[config.mk]
export PLATFORM = sky130hd
export DESIGN_NAME = spectrum_bar_smoother_unit
export DESIGN_NICKNAME = d
export VERILOG_FILES = /design/src/sv/sbs_pkg.sv /design/src/sv/sbs_mul.sv /design/src/sv/spectrum_bar_smoother_unit.sv
export SDC_FILE = /design/constraint.sdc
export NUM_CORES = 2
export LEC_CHECK = 0
export ABC_AREA = 0
export BUFFER_PORTS_ARGS = -buffer_cell sky130_fd_sc_hd__buf_2
export CAP_MARGIN = 10
export CORE_MARGIN = 1
export CORE_UTILIZATION = 40
export DETAILED_ROUTE_END_ITERATION = 8
export PLACE_DENSITY_LB_ADDON = 0.3
export SYNTH_ARGS = -nofsm -noshare
export SYNTH_HDL_FRONTEND = slang
export SYNTH_SLANG_ARGS = --single-unit
[constraint.sdc]
create_clock -name clk -period 11.5 [get_ports clk]
set_clock_uncertainty 0.2 [all_clocks]
set_input_delay 0 -clock clk [delete_from_list [all_inputs] [get_ports clk]]
set_output_delay 0 -clock clk [all_outputs]
set_load 0.02 [all_outputs]
[src/sv/sbs_pkg.sv]
// Shared types, register indexes and reset values for the spectrum bar smoother.
package sbs_pkg;

    localparam int BIN_COUNT_DEF  = 32;
    localparam int LEVEL_BITS_DEF = 16;

    // configuration register indexes
    localparam logic [2:0] REG_ENABLE       = 3'd0;
    localparam logic [2:0] REG_ATTACK       = 3'd1;
    localparam logic [2:0] REG_RELEASE      = 3'd2;
    localparam logic [2:0] REG_DECAY        = 3'd3;
    localparam logic [2:0] REG_TICK_PERIOD  = 3'd4;
    localparam logic [2:0] REG_STALE_LIMIT  = 3'd5;
    localparam logic [2:0] REG_DEADBAND     = 3'd6;
    localparam logic [2:0] REG_ENERGY_FLOOR = 3'd7;

    // opcodes carried on tuser
    localparam logic OP_LOAD = 1'b0;
    localparam logic OP_TICK = 1'b1;

    // reset values
    localparam logic        ENABLE_RST       = 1'b1;
    localparam logic [15:0] ATTACK_RST       = 16'd36045;
    localparam logic [15:0] RELEASE_RST      = 16'd9175;
    localparam logic [15:0] DECAY_RST        = 16'd57672;
    localparam logic [6:0]  TICK_PERIOD_RST  = 7'd16;
    localparam logic [9:0]  STALE_LIMIT_RST  = 10'd250;
    localparam logic [15:0] DEADBAND_RST     = 16'd33;
    localparam logic [15:0] ENERGY_FLOOR_RST = 16'd1311;

    localparam logic [9:0]  IDLE_MAX = 10'd1023;

    typedef enum logic [2:0] {
        ST_IDLE,
        ST_SM_MUL,
        ST_SM_UPD,
        ST_EMIT,
        ST_AGE,
        ST_DC_MUL,
        ST_DC_UPD
    } state_t;

endpackage

[src/sv/sbs_mul.sv]
// Shared fractional multiplier: registered floor(a * b / 65536).
module sbs_mul #(
    parameter int LEVEL_BITS = sbs_pkg::LEVEL_BITS_DEF
) (
    input  logic                  clk,
    input  logic [LEVEL_BITS-1:0] op_a,
    input  logic [15:0]           op_b,
    output logic [LEVEL_BITS-1:0] prod_q
);

    logic [LEVEL_BITS+15:0] prod;
    logic [LEVEL_BITS-1:0]  prod_reg;

    assign prod = (LEVEL_BITS+16)'(op_a) * (LEVEL_BITS+16)'(op_b);

    // b is below one, so the scaled product never exceeds a
    always_ff @(posedge clk)
    begin
        prod_reg <= prod[LEVEL_BITS+15:16];
    end

    assign prod_q = prod_reg;

endmodule

[src/sv/spectrum_bar_smoother_unit.sv]
// Top level of the spectrum bar smoother: sequencer, level store and ports.
//
// Input channel s_*: s_tuser is the opcode (load or tick), s_tdata carries the
// bin index and the Q0.16 level. A load writes one target and emits nothing.
// A tick, once a level is loaded, walks all bins through one shared multiplier
// under a small sequencer; s_tready stays low until the tick has finished:
//   smoothing   per bin: multiply, then write back
//   frame       one item per bin, only when a display level changed
//   ageing      idle time advances by the tick period
//   decay       per bin: multiply, then write back, only once idle time passes the stale limit
//   zero frame  one item per bin, only when no target keeps any energy
// Output channel m_*: one item per bin, m_tlast on the last bin of a frame.
// Items sit in an output register; a stall on m_tready holds the frame walk
// and the item, nothing is lost. Configuration writes on cfg_* are taken only
// while the sequencer is idle, and hold off s_* in that cycle; clearing
// enable wipes the store at once.
// Reset (rst_n low, asynchronous) loads the default register values and
// clears every target, display level, the available flag and the idle time.
module spectrum_bar_smoother_unit #(
    parameter int BIN_COUNT  = sbs_pkg::BIN_COUNT_DEF,
    parameter int LEVEL_BITS = sbs_pkg::LEVEL_BITS_DEF
) (
    input  logic        clk,
    input  logic        rst_n,
    input  logic        s_tvalid,
    output logic        s_tready,
    input  logic [23:0] s_tdata,   // bin_index[4:0], level_in[20:5], zero fill
    input  logic        s_tuser,   // opcode
    output logic        m_tvalid,
    input  logic        m_tready,
    output logic [23:0] m_tdata,   // bin_out[4:0], level_out[20:5], zero fill
    output logic        m_tlast,   // last_bin
    input  logic        cfg_valid,
    output logic        cfg_ready,
    input  logic [2:0]  cfg_index,
    input  logic [15:0] cfg_data
);

    localparam int IDXW  = (BIN_COUNT > 1) ? $clog2(BIN_COUNT) : 1;
    localparam int LB    = LEVEL_BITS;
    localparam int UP_SH = (LB >= 16) ? LB - 16 : 0;
    localparam int DN_SH = (LB >= 16) ? 0 : 16 - LB;
    localparam logic [IDXW-1:0] LAST_IDX = IDXW'(BIN_COUNT - 1);
    localparam logic [5:0]      BIN_LIM  = 6'(BIN_COUNT);

    function automatic logic [LB-1:0] to_lvl(input logic [15:0] v);
        logic [LB+15:0] tmp;
        tmp = ((LB+16)'(v) << UP_SH) >> DN_SH;
        return tmp[LB-1:0];
    endfunction

    function automatic logic [15:0] to_q16(input logic [LB-1:0] v);
        logic [LB+15:0] tmp;
        tmp = ((LB+16)'(v) >> UP_SH) << DN_SH;
        return tmp[15:0];
    endfunction

    // configuration
    logic        enable_reg;
    logic [15:0] attack_reg, release_reg, decay_reg, deadband_reg, floor_reg;
    logic [6:0]  tick_period_reg;
    logic [9:0]  stale_limit_reg;

    // store and control
    logic [LB-1:0]   target_reg  [BIN_COUNT];
    logic [LB-1:0]   display_reg [BIN_COUNT];
    logic            avail_reg, avail_next;
    logic [9:0]      idle_reg, idle_next;
    sbs_pkg::state_t state_reg, state_next;
    logic [IDXW-1:0] idx_reg, idx_next;
    logic            changed_reg, changed_next;
    logic            energy_reg, energy_next;
    logic            zero_frame_reg, zero_frame_next;
    logic            m_tvalid_reg, m_tvalid_next;
    logic [IDXW-1:0] m_bin_reg, m_bin_next;
    logic [15:0]     m_level_reg, m_level_next;
    logic            m_last_reg, m_last_next;

    logic            in_fire, cfg_fire, is_last, out_free;
    logic [4:0]      in_bin;
    logic [LB-1:0]   cur_t, cur_d, err, step, mul_a, db_lvl, floor_lvl;
    logic [15:0]     mul_b;
    logic            t_gt_d, err_ge;
    logic [10:0]     idle_sum;
    logic [9:0]      idle_sat;
    logic            clear_store, tgt_we, disp_we;
    logic [IDXW-1:0] tgt_waddr;
    logic [LB-1:0]   tgt_wdata, disp_wdata;

    assign in_fire  = s_tvalid && s_tready;
    assign cfg_fire = cfg_valid && cfg_ready;
    // registers only change between items
    assign cfg_ready = (state_reg == sbs_pkg::ST_IDLE);
    assign in_bin   = s_tdata[4:0];
    assign is_last  = (idx_reg == LAST_IDX);
    assign out_free = !m_tvalid_reg || m_tready;

    assign cur_t     = target_reg[idx_reg];
    assign cur_d     = display_reg[idx_reg];
    assign t_gt_d    = cur_t > cur_d;
    assign err       = t_gt_d ? cur_t - cur_d : cur_d - cur_t;
    assign db_lvl    = to_lvl(deadband_reg);
    assign floor_lvl = to_lvl(floor_reg);
    assign err_ge    = err >= db_lvl;

    assign idle_sum = 11'(idle_reg) + 11'(tick_period_reg);
    assign idle_sat = (idle_sum > 11'(sbs_pkg::IDLE_MAX)) ? sbs_pkg::IDLE_MAX
                                                            : idle_sum[9:0];

    // shared multiplier: smoothing step or target decay
    assign mul_a = (state_reg == sbs_pkg::ST_DC_MUL) ? cur_t : err;
    assign mul_b = (state_reg == sbs_pkg::ST_DC_MUL) ? decay_reg
                 : (t_gt_d ? attack_reg : release_reg);

    sbs_mul #(
        .LEVEL_BITS(LEVEL_BITS)
    ) u_mul (
        .clk   (clk),
        .op_a  (mul_a),
        .op_b  (mul_b),
        .prod_q(step)
    );

    // next state
    always_comb
    begin
        state_next = state_reg;
        unique case (state_reg)
            sbs_pkg::ST_IDLE:
            begin
                if (in_fire && enable_reg && s_tuser == sbs_pkg::OP_TICK && avail_reg)
                    state_next = sbs_pkg::ST_SM_MUL;
            end
            sbs_pkg::ST_SM_MUL:
                state_next = sbs_pkg::ST_SM_UPD;
            sbs_pkg::ST_SM_UPD:
            begin
                if (!is_last)
                    state_next = sbs_pkg::ST_SM_MUL;
                else if (changed_reg || err_ge)
                    state_next = sbs_pkg::ST_EMIT;
                else
                    state_next = sbs_pkg::ST_AGE;
            end
            sbs_pkg::ST_EMIT:
            begin
                if (out_free && is_last)
                    state_next = zero_frame_reg ? sbs_pkg::ST_IDLE : sbs_pkg::ST_AGE;
            end
            sbs_pkg::ST_AGE:
                state_next = (idle_sat > stale_limit_reg) ? sbs_pkg::ST_DC_MUL
                                                          : sbs_pkg::ST_IDLE;
            sbs_pkg::ST_DC_MUL:
                state_next = sbs_pkg::ST_DC_UPD;
            sbs_pkg::ST_DC_UPD:
            begin
                if (!is_last)
                    state_next = sbs_pkg::ST_DC_MUL;
                else if (energy_reg || step > floor_lvl)
                    state_next = sbs_pkg::ST_IDLE;
                else
                    state_next = sbs_pkg::ST_EMIT;
            end
            default:
                state_next = sbs_pkg::ST_IDLE;
        endcase
    end

    // outputs and datapath control
    always_comb
    begin
        s_tready        = (state_reg == sbs_pkg::ST_IDLE) && !cfg_valid;
        idx_next        = idx_reg;
        changed_next    = changed_reg;
        energy_next     = energy_reg;
        zero_frame_next = zero_frame_reg;
        avail_next      = avail_reg;
        idle_next       = idle_reg;
        m_tvalid_next   = m_tvalid_reg && !m_tready;
        m_bin_next      = m_bin_reg;
        m_level_next    = m_level_reg;
        m_last_next     = m_last_reg;
        clear_store     = 1'b0;
        tgt_we          = 1'b0;
        tgt_waddr       = idx_reg;
        tgt_wdata       = step;
        disp_we         = 1'b0;
        disp_wdata      = t_gt_d ? cur_d + step : cur_d - step;
        unique case (state_reg)
            sbs_pkg::ST_IDLE:
            begin
                idx_next        = '0;
                changed_next    = 1'b0;
                energy_next     = 1'b0;
                zero_frame_next = 1'b0;
                if (in_fire && enable_reg && s_tuser == sbs_pkg::OP_LOAD
                    && {1'b0, in_bin} < BIN_LIM)
                begin
                    tgt_we     = 1'b1;
                    tgt_waddr  = in_bin[IDXW-1:0];
                    tgt_wdata  = to_lvl(s_tdata[20:5]);
                    avail_next = 1'b1;
                    idle_next  = '0;
                end
            end
            sbs_pkg::ST_SM_MUL:
            begin
            end
            sbs_pkg::ST_SM_UPD:
            begin
                if (err_ge)
                begin
                    disp_we      = 1'b1;
                    changed_next = 1'b1;
                end
                idx_next = is_last ? '0 : idx_reg + 1'b1;
            end
            sbs_pkg::ST_EMIT:
            begin
                if (out_free)
                begin
                    m_tvalid_next = 1'b1;
                    m_bin_next    = idx_reg;
                    m_level_next  = to_q16(cur_d);
                    m_last_next   = is_last;
                    idx_next      = is_last ? '0 : idx_reg + 1'b1;
                end
            end
            sbs_pkg::ST_AGE:
            begin
                idle_next = idle_sat;
                idx_next  = '0;
            end
            sbs_pkg::ST_DC_MUL:
            begin
            end
            sbs_pkg::ST_DC_UPD:
            begin
                tgt_we = 1'b1;
                if (step > floor_lvl)
                    energy_next = 1'b1;
                idx_next = is_last ? '0 : idx_reg + 1'b1;
                if (is_last && !(energy_reg || step > floor_lvl))
                begin
                    // no energy left: wipe the store, then send a frame of zeros
                    clear_store     = 1'b1;
                    zero_frame_next = 1'b1;
                end
            end
            default:
            begin
            end
        endcase
        if (cfg_fire && cfg_index == sbs_pkg::REG_ENABLE && enable_reg && !cfg_data[0])
            clear_store = 1'b1;
        if (clear_store)
        begin
            avail_next = 1'b0;
            idle_next  = '0;
        end
    end

    always_ff @(posedge clk or negedge rst_n)
    begin
        if (!rst_n)
        begin
            state_reg      <= sbs_pkg::ST_IDLE;
            idx_reg        <= '0;
            changed_reg    <= 1'b0;
            energy_reg     <= 1'b0;
            zero_frame_reg <= 1'b0;
            avail_reg      <= 1'b0;
            idle_reg       <= '0;
            m_tvalid_reg   <= 1'b0;
        end
        else
        begin
            state_reg      <= state_next;
            idx_reg        <= idx_next;
            changed_reg    <= changed_next;
            energy_reg     <= energy_next;
            zero_frame_reg <= zero_frame_next;
            avail_reg      <= avail_next;
            idle_reg       <= idle_next;
            m_tvalid_reg   <= m_tvalid_next;
        end
    end

    always_ff @(posedge clk)
    begin
        m_bin_reg   <= m_bin_next;
        m_level_reg <= m_level_next;
        m_last_reg  <= m_last_next;
    end

    always_ff @(posedge clk or negedge rst_n)
    begin
        if (!rst_n)
        begin
            for (int i = 0; i < BIN_COUNT; i++)
            begin
                target_reg[i]  <= '0;
                display_reg[i] <= '0;
            end
        end
        else if (clear_store)
        begin
            for (int i = 0; i < BIN_COUNT; i++)
            begin
                target_reg[i]  <= '0;
                display_reg[i] <= '0;
            end
        end
        else
        begin
            if (tgt_we)
                target_reg[tgt_waddr] <= tgt_wdata;
            if (disp_we)
                display_reg[idx_reg] <= disp_wdata;
        end
    end

    always_ff @(posedge clk or negedge rst_n)
    begin
        if (!rst_n)
        begin
            enable_reg      <= sbs_pkg::ENABLE_RST;
            attack_reg      <= sbs_pkg::ATTACK_RST;
            release_reg     <= sbs_pkg::RELEASE_RST;
            decay_reg       <= sbs_pkg::DECAY_RST;
            tick_period_reg <= sbs_pkg::TICK_PERIOD_RST;
            stale_limit_reg <= sbs_pkg::STALE_LIMIT_RST;
            deadband_reg    <= sbs_pkg::DEADBAND_RST;
            floor_reg       <= sbs_pkg::ENERGY_FLOOR_RST;
        end
        else if (cfg_fire)
        begin
            unique case (cfg_index)
                sbs_pkg::REG_ENABLE:       enable_reg      <= cfg_data[0];
                sbs_pkg::REG_ATTACK:       attack_reg      <= cfg_data;
                sbs_pkg::REG_RELEASE:      release_reg     <= cfg_data;
                sbs_pkg::REG_DECAY:        decay_reg       <= cfg_data;
                sbs_pkg::REG_TICK_PERIOD:  tick_period_reg <= cfg_data[6:0];
                sbs_pkg::REG_STALE_LIMIT:  stale_limit_reg <= cfg_data[9:0];
                sbs_pkg::REG_DEADBAND:     deadband_reg    <= cfg_data;
                sbs_pkg::REG_ENERGY_FLOOR: floor_reg       <= cfg_data;
                default:
                begin
                end
            endcase
        end
    end

    assign m_tvalid = m_tvalid_reg;
    assign m_tdata  = {3'b000, m_level_reg, 5'(m_bin_reg)};
    assign m_tlast  = m_last_reg;

`ifndef SYNTHESIS
    a_last_on_final_bin: assert property (@(posedge clk) disable iff (!rst_n)
        m_tvalid |-> (m_tlast == (m_tdata[4:0] == 5'(BIN_COUNT - 1))))
        else $error("tlast does not match the final bin");

    a_clear_resets_state: assert property (@(posedge clk) disable iff (!rst_n)
        clear_store |=> (!avail_reg && idle_reg == '0))
        else $error("store clear left spectrum available or idle time");

    a_disabled_tick_ignored: assert property (@(posedge clk) disable iff (!rst_n)
        (in_fire && !enable_reg) |=> (state_reg == sbs_pkg::ST_IDLE))
        else $error("item taken while disabled started a pass");
`endif

endmodule

==> flow_metrics.env <==
export IMPL_synth_main_ff_cell="dfrtp_1"
export IMPL_avgSynthCellArea_um2=11.22
export IMPL_drv_cap=0
export IMPL_ys_warnings_count=0
export IMPL_yosysTopAreaCell="dfrtp_1"
export IMPL_cts_root_buf="clkbuf_16"
export IMPL_gr_total_overflow=0
export IMPL_ff_latch_area_um2=29700
export IMPL_slowest_stage="dfrtp_4"
export IMPL_finalSetupViolations=0
export IMPL_critPathLaunchType="flop"
export IMPL_fin_cells=8198
export IMPL_num_io_pins=77
export IMPL_core_um2=160800
export IMPL_grt_pass1_wl_um=305400
export IMPL_ys_ff_latch=1183
export IMPL_slew_viol_final=0
export IMPL_gp_congestion=0.9131
export IMPL_cp_slowest_stage_delay_ns=0.76
export IMPL_final_period_utilization_pct=95.83
export IMPL_antenna_found_initial=4
export IMPL_wl_per_cell_um=24.41
export IMPL_dr_pass1_iters=6
export IMPL_max_freq_mhz=90.74
export IMPL_placed_cell_area_um2=69150
export IMPL_run_status="completed"
export IMPL_wl_met1_um=88700
export IMPL_crit_buf_inv=8
export IMPL_start_util_pct=40.30
export IMPL_routed_via_count=48088
export IMPL_first_global_vias=47753
export IMPL_area_delta_synth_final_pct=14.71
export IMPL_dp_hpwl_um=131400
export IMPL_synthDistinctLibCells=91
export IMPL_min_period_ns=11.02
export IMPL_cp_required_ns=11.95
export IMPL_endpoint_kind="flop"
export IMPL_die_h_um=404.5
export IMPL_synth_edf_count=22
export IMPL_cts_htree_levels=4
export IMPL_drc=0
export IMPL_setup_tns_ns=0
export IMPL_crit_path_max_fanout=29
export IMPL_clock_sinks=1183
export IMPL_wl_met2_um=89190
export IMPL_cts_buffers=130
export IMPL_ant_nets=0
export IMPL_grt_usage_pct=24.55
export IMPL_synth_cells=5772
export IMPL_vias_per_cell=5.866
export IMPL_final_area_um2=74320
export IMPL_ys_seq_area_share_pct=45.82
export IMPL_core_rowCount=147
export IMPL_relSlewSlack_pct=14.25
export IMPL_multi_input_comb_area_um2=31960
export IMPL_rsz0062_at_grt="false"
export IMPL_clk_latency_ns=0.77
export IMPL_drive_above_1_share_pct=19.49
export IMPL_hp_class="input pin to flop"
export IMPL_cts_clk_slew_worst_paths_ns=0.06
export IMPL_tightest_slew_ns=1.286
export IMPL_synth_area_um2=64790
export IMPL_nets=6383
export IMPL_crit_type="flop to flop"
export IMPL_die_x_um=404.5
export IMPL_grt_start_max_net_pins=265
export IMPL_dp_cells=7893
export IMPL_hold_ws_ns=0.07473
export IMPL_synth_top_area_share_pct=42.68
export IMPL_critPathTopFamily="adder cells"
export IMPL_async_flop_share_pct=96.79
export IMPL_crit_path_frequent_cell="fa_1"
export IMPL_drt_wl_total_um=200200
export IMPL_drt_iter0_drc=4879
export IMPL_arrival_ns=11.47
export IMPL_met3_length_um=16070
export IMPL_tritoncts="done"
export IMPL_fillCellCount=14706
export IMPL_die_area_um2=163600
export IMPL_synth_area_leaders="dfrtp_1 43%, mux4_2 8.4%, a22o_1 7.1%"
export IMPL_cts_buffer_depth=3
export IMPL_io_buffers=70
export IMPL_highest_signal_layer="met4"
export IMPL_hold_violations=0
[cell usage in the layout, fill, tap and decap left out, drive strengths merged, types with 25 or more instances in the layout]
cell type / Yosys / final
nor2b: 25 / 25
dfrtp: 1105 / 1105
and2: 56 / 56
mux2: 117 / 117
a21o: 45 / 45
clkbuf: 353 / 196
a21oi: 109 / 109
dfstp: 40 / 40
nor3: 29 / 29
a22oi: 89 / 89
a22o: 525 / 525
nand3: 452 / 452
and3: 34 / 34
fa: 197 / 197
nand2: 413 / 413
xnor2: 42 / 42
inv: 348 / 354
mux4: 242 / 242
o21ai: 501 / 501
dlygate4sd3: 0 / 65
clkinv: 7 / 32
nor2: 211 / 211
ha: 202 / 202
nand2b: 43 / 43
buf: 133 / 448
mux2i: 162 / 162
[logic make-up (layout without fill, tap and decap cells)]
logic type,count (synthesis),after routing,synth area share (%)
buf+inv,841,1102,5.222
simple gates,1362,1362,9.959
other cells,1,6,0.005788
compound gates,1399,1399,15.17
fa+ha+maj,399,399,9.988
flops,1183,1183,45.82
xor+xnor,66,66,0.8922
mux,521,521,12.95
[per-layer routing]
| layer | GRT usage, % | vias up |
|---|---|---|
| met2 | 36.56 | 1866 |
| li1 | - | 21052 |
| met4 | 7.935 | 0 |
| met5 | 0 | - |
| met1 | 35.81 | 24854 |
| met3 | 4.887 | 316 |
[worst register-to-register path: cells and delay by family (launching register included)]
kind	cells	cell delay (ns)
muxes	1	0.33
adders and majority gates	8	3.53
xor gates and xnor gates	2	0.29
AOI/OAI and AO/OA	13	3.14
buffers and inverters	8	1.21
DFF	1	0.76
and+or+nand+nor	7	1.48
[repair_timing]
action                                  in CTS  in global routing
gates resized for setup                      0                 13
endpoints found under the setup margin       0                  7
hold endpoints to repair                  1143                  0
buffers inserted                             0                  1
hold buffers                                66                  0
[final timing paths]
kind                                                 start                     endpoint  slack, ns  cells past startpoint
worst max-delay path                idx_reg[1]$_DFFE_PN0P_     u_mul.prod_q[15]$_DFF_P_       0.48                     39
worst min-delay path                          cfg_index[0]       enable_reg$_DFFE_PN1P_       0.07                      4
worst max register to register      idx_reg[1]$_DFFE_PN0P_     u_mul.prod_q[15]$_DFF_P_       0.48                     39
worst min register to register  zero_frame_reg$_DFFE_PN0P_   zero_frame_reg$_DFFE_PN0P_       0.29                      2
max in group asynchronous                            rst_n   target_reg[82]$_DFFE_PN0P_       8.54                      6
min in group asynchronous                            rst_n  display_reg[88]$_DFFE_PN0P_       0.39                      4
[synthesized netlist by cell type (89+ instances only)]
library cell and count:
dfrtp_1 1105, a22o_1 525, o21ai_0 453, nand3_1 452
nand2_1 413, clkbuf_1 352, inv_1 339, mux4_2 242
ha_1 202, fa_1 197, nor2_1 196, mux2i_1 162
mux2_2 117, a21oi_1 100, a22oi_1 89
[layout make-up]
type / instances / share of cell area [%]
multi-input cells: 3750 / 43.01
flip-flops and latches: 1183 / 39.96
repair buffers: 515 / 5.773
clock buffers: 194 / 5.219
well taps: 2160 / 3.636
inverters: 355 / 1.793
clock inverters: 38 / 0.6010
diodes: 3 / 0.01010
[through the flow]
stage          util [%]  worst slack (ns)
2_1_floorplan         -            0.4036
3_3_place_gp      43.02            0.3552
3_5_place_dp      43.02            0.4019
4_1_cts           46.13            0.3482
5_1_grt           46.23           0.01496
6_report          46.23            0.4800
Power is not shown: default switching activity piles up to over one toggle a cycle in this logic, so the estimate is an artifact.
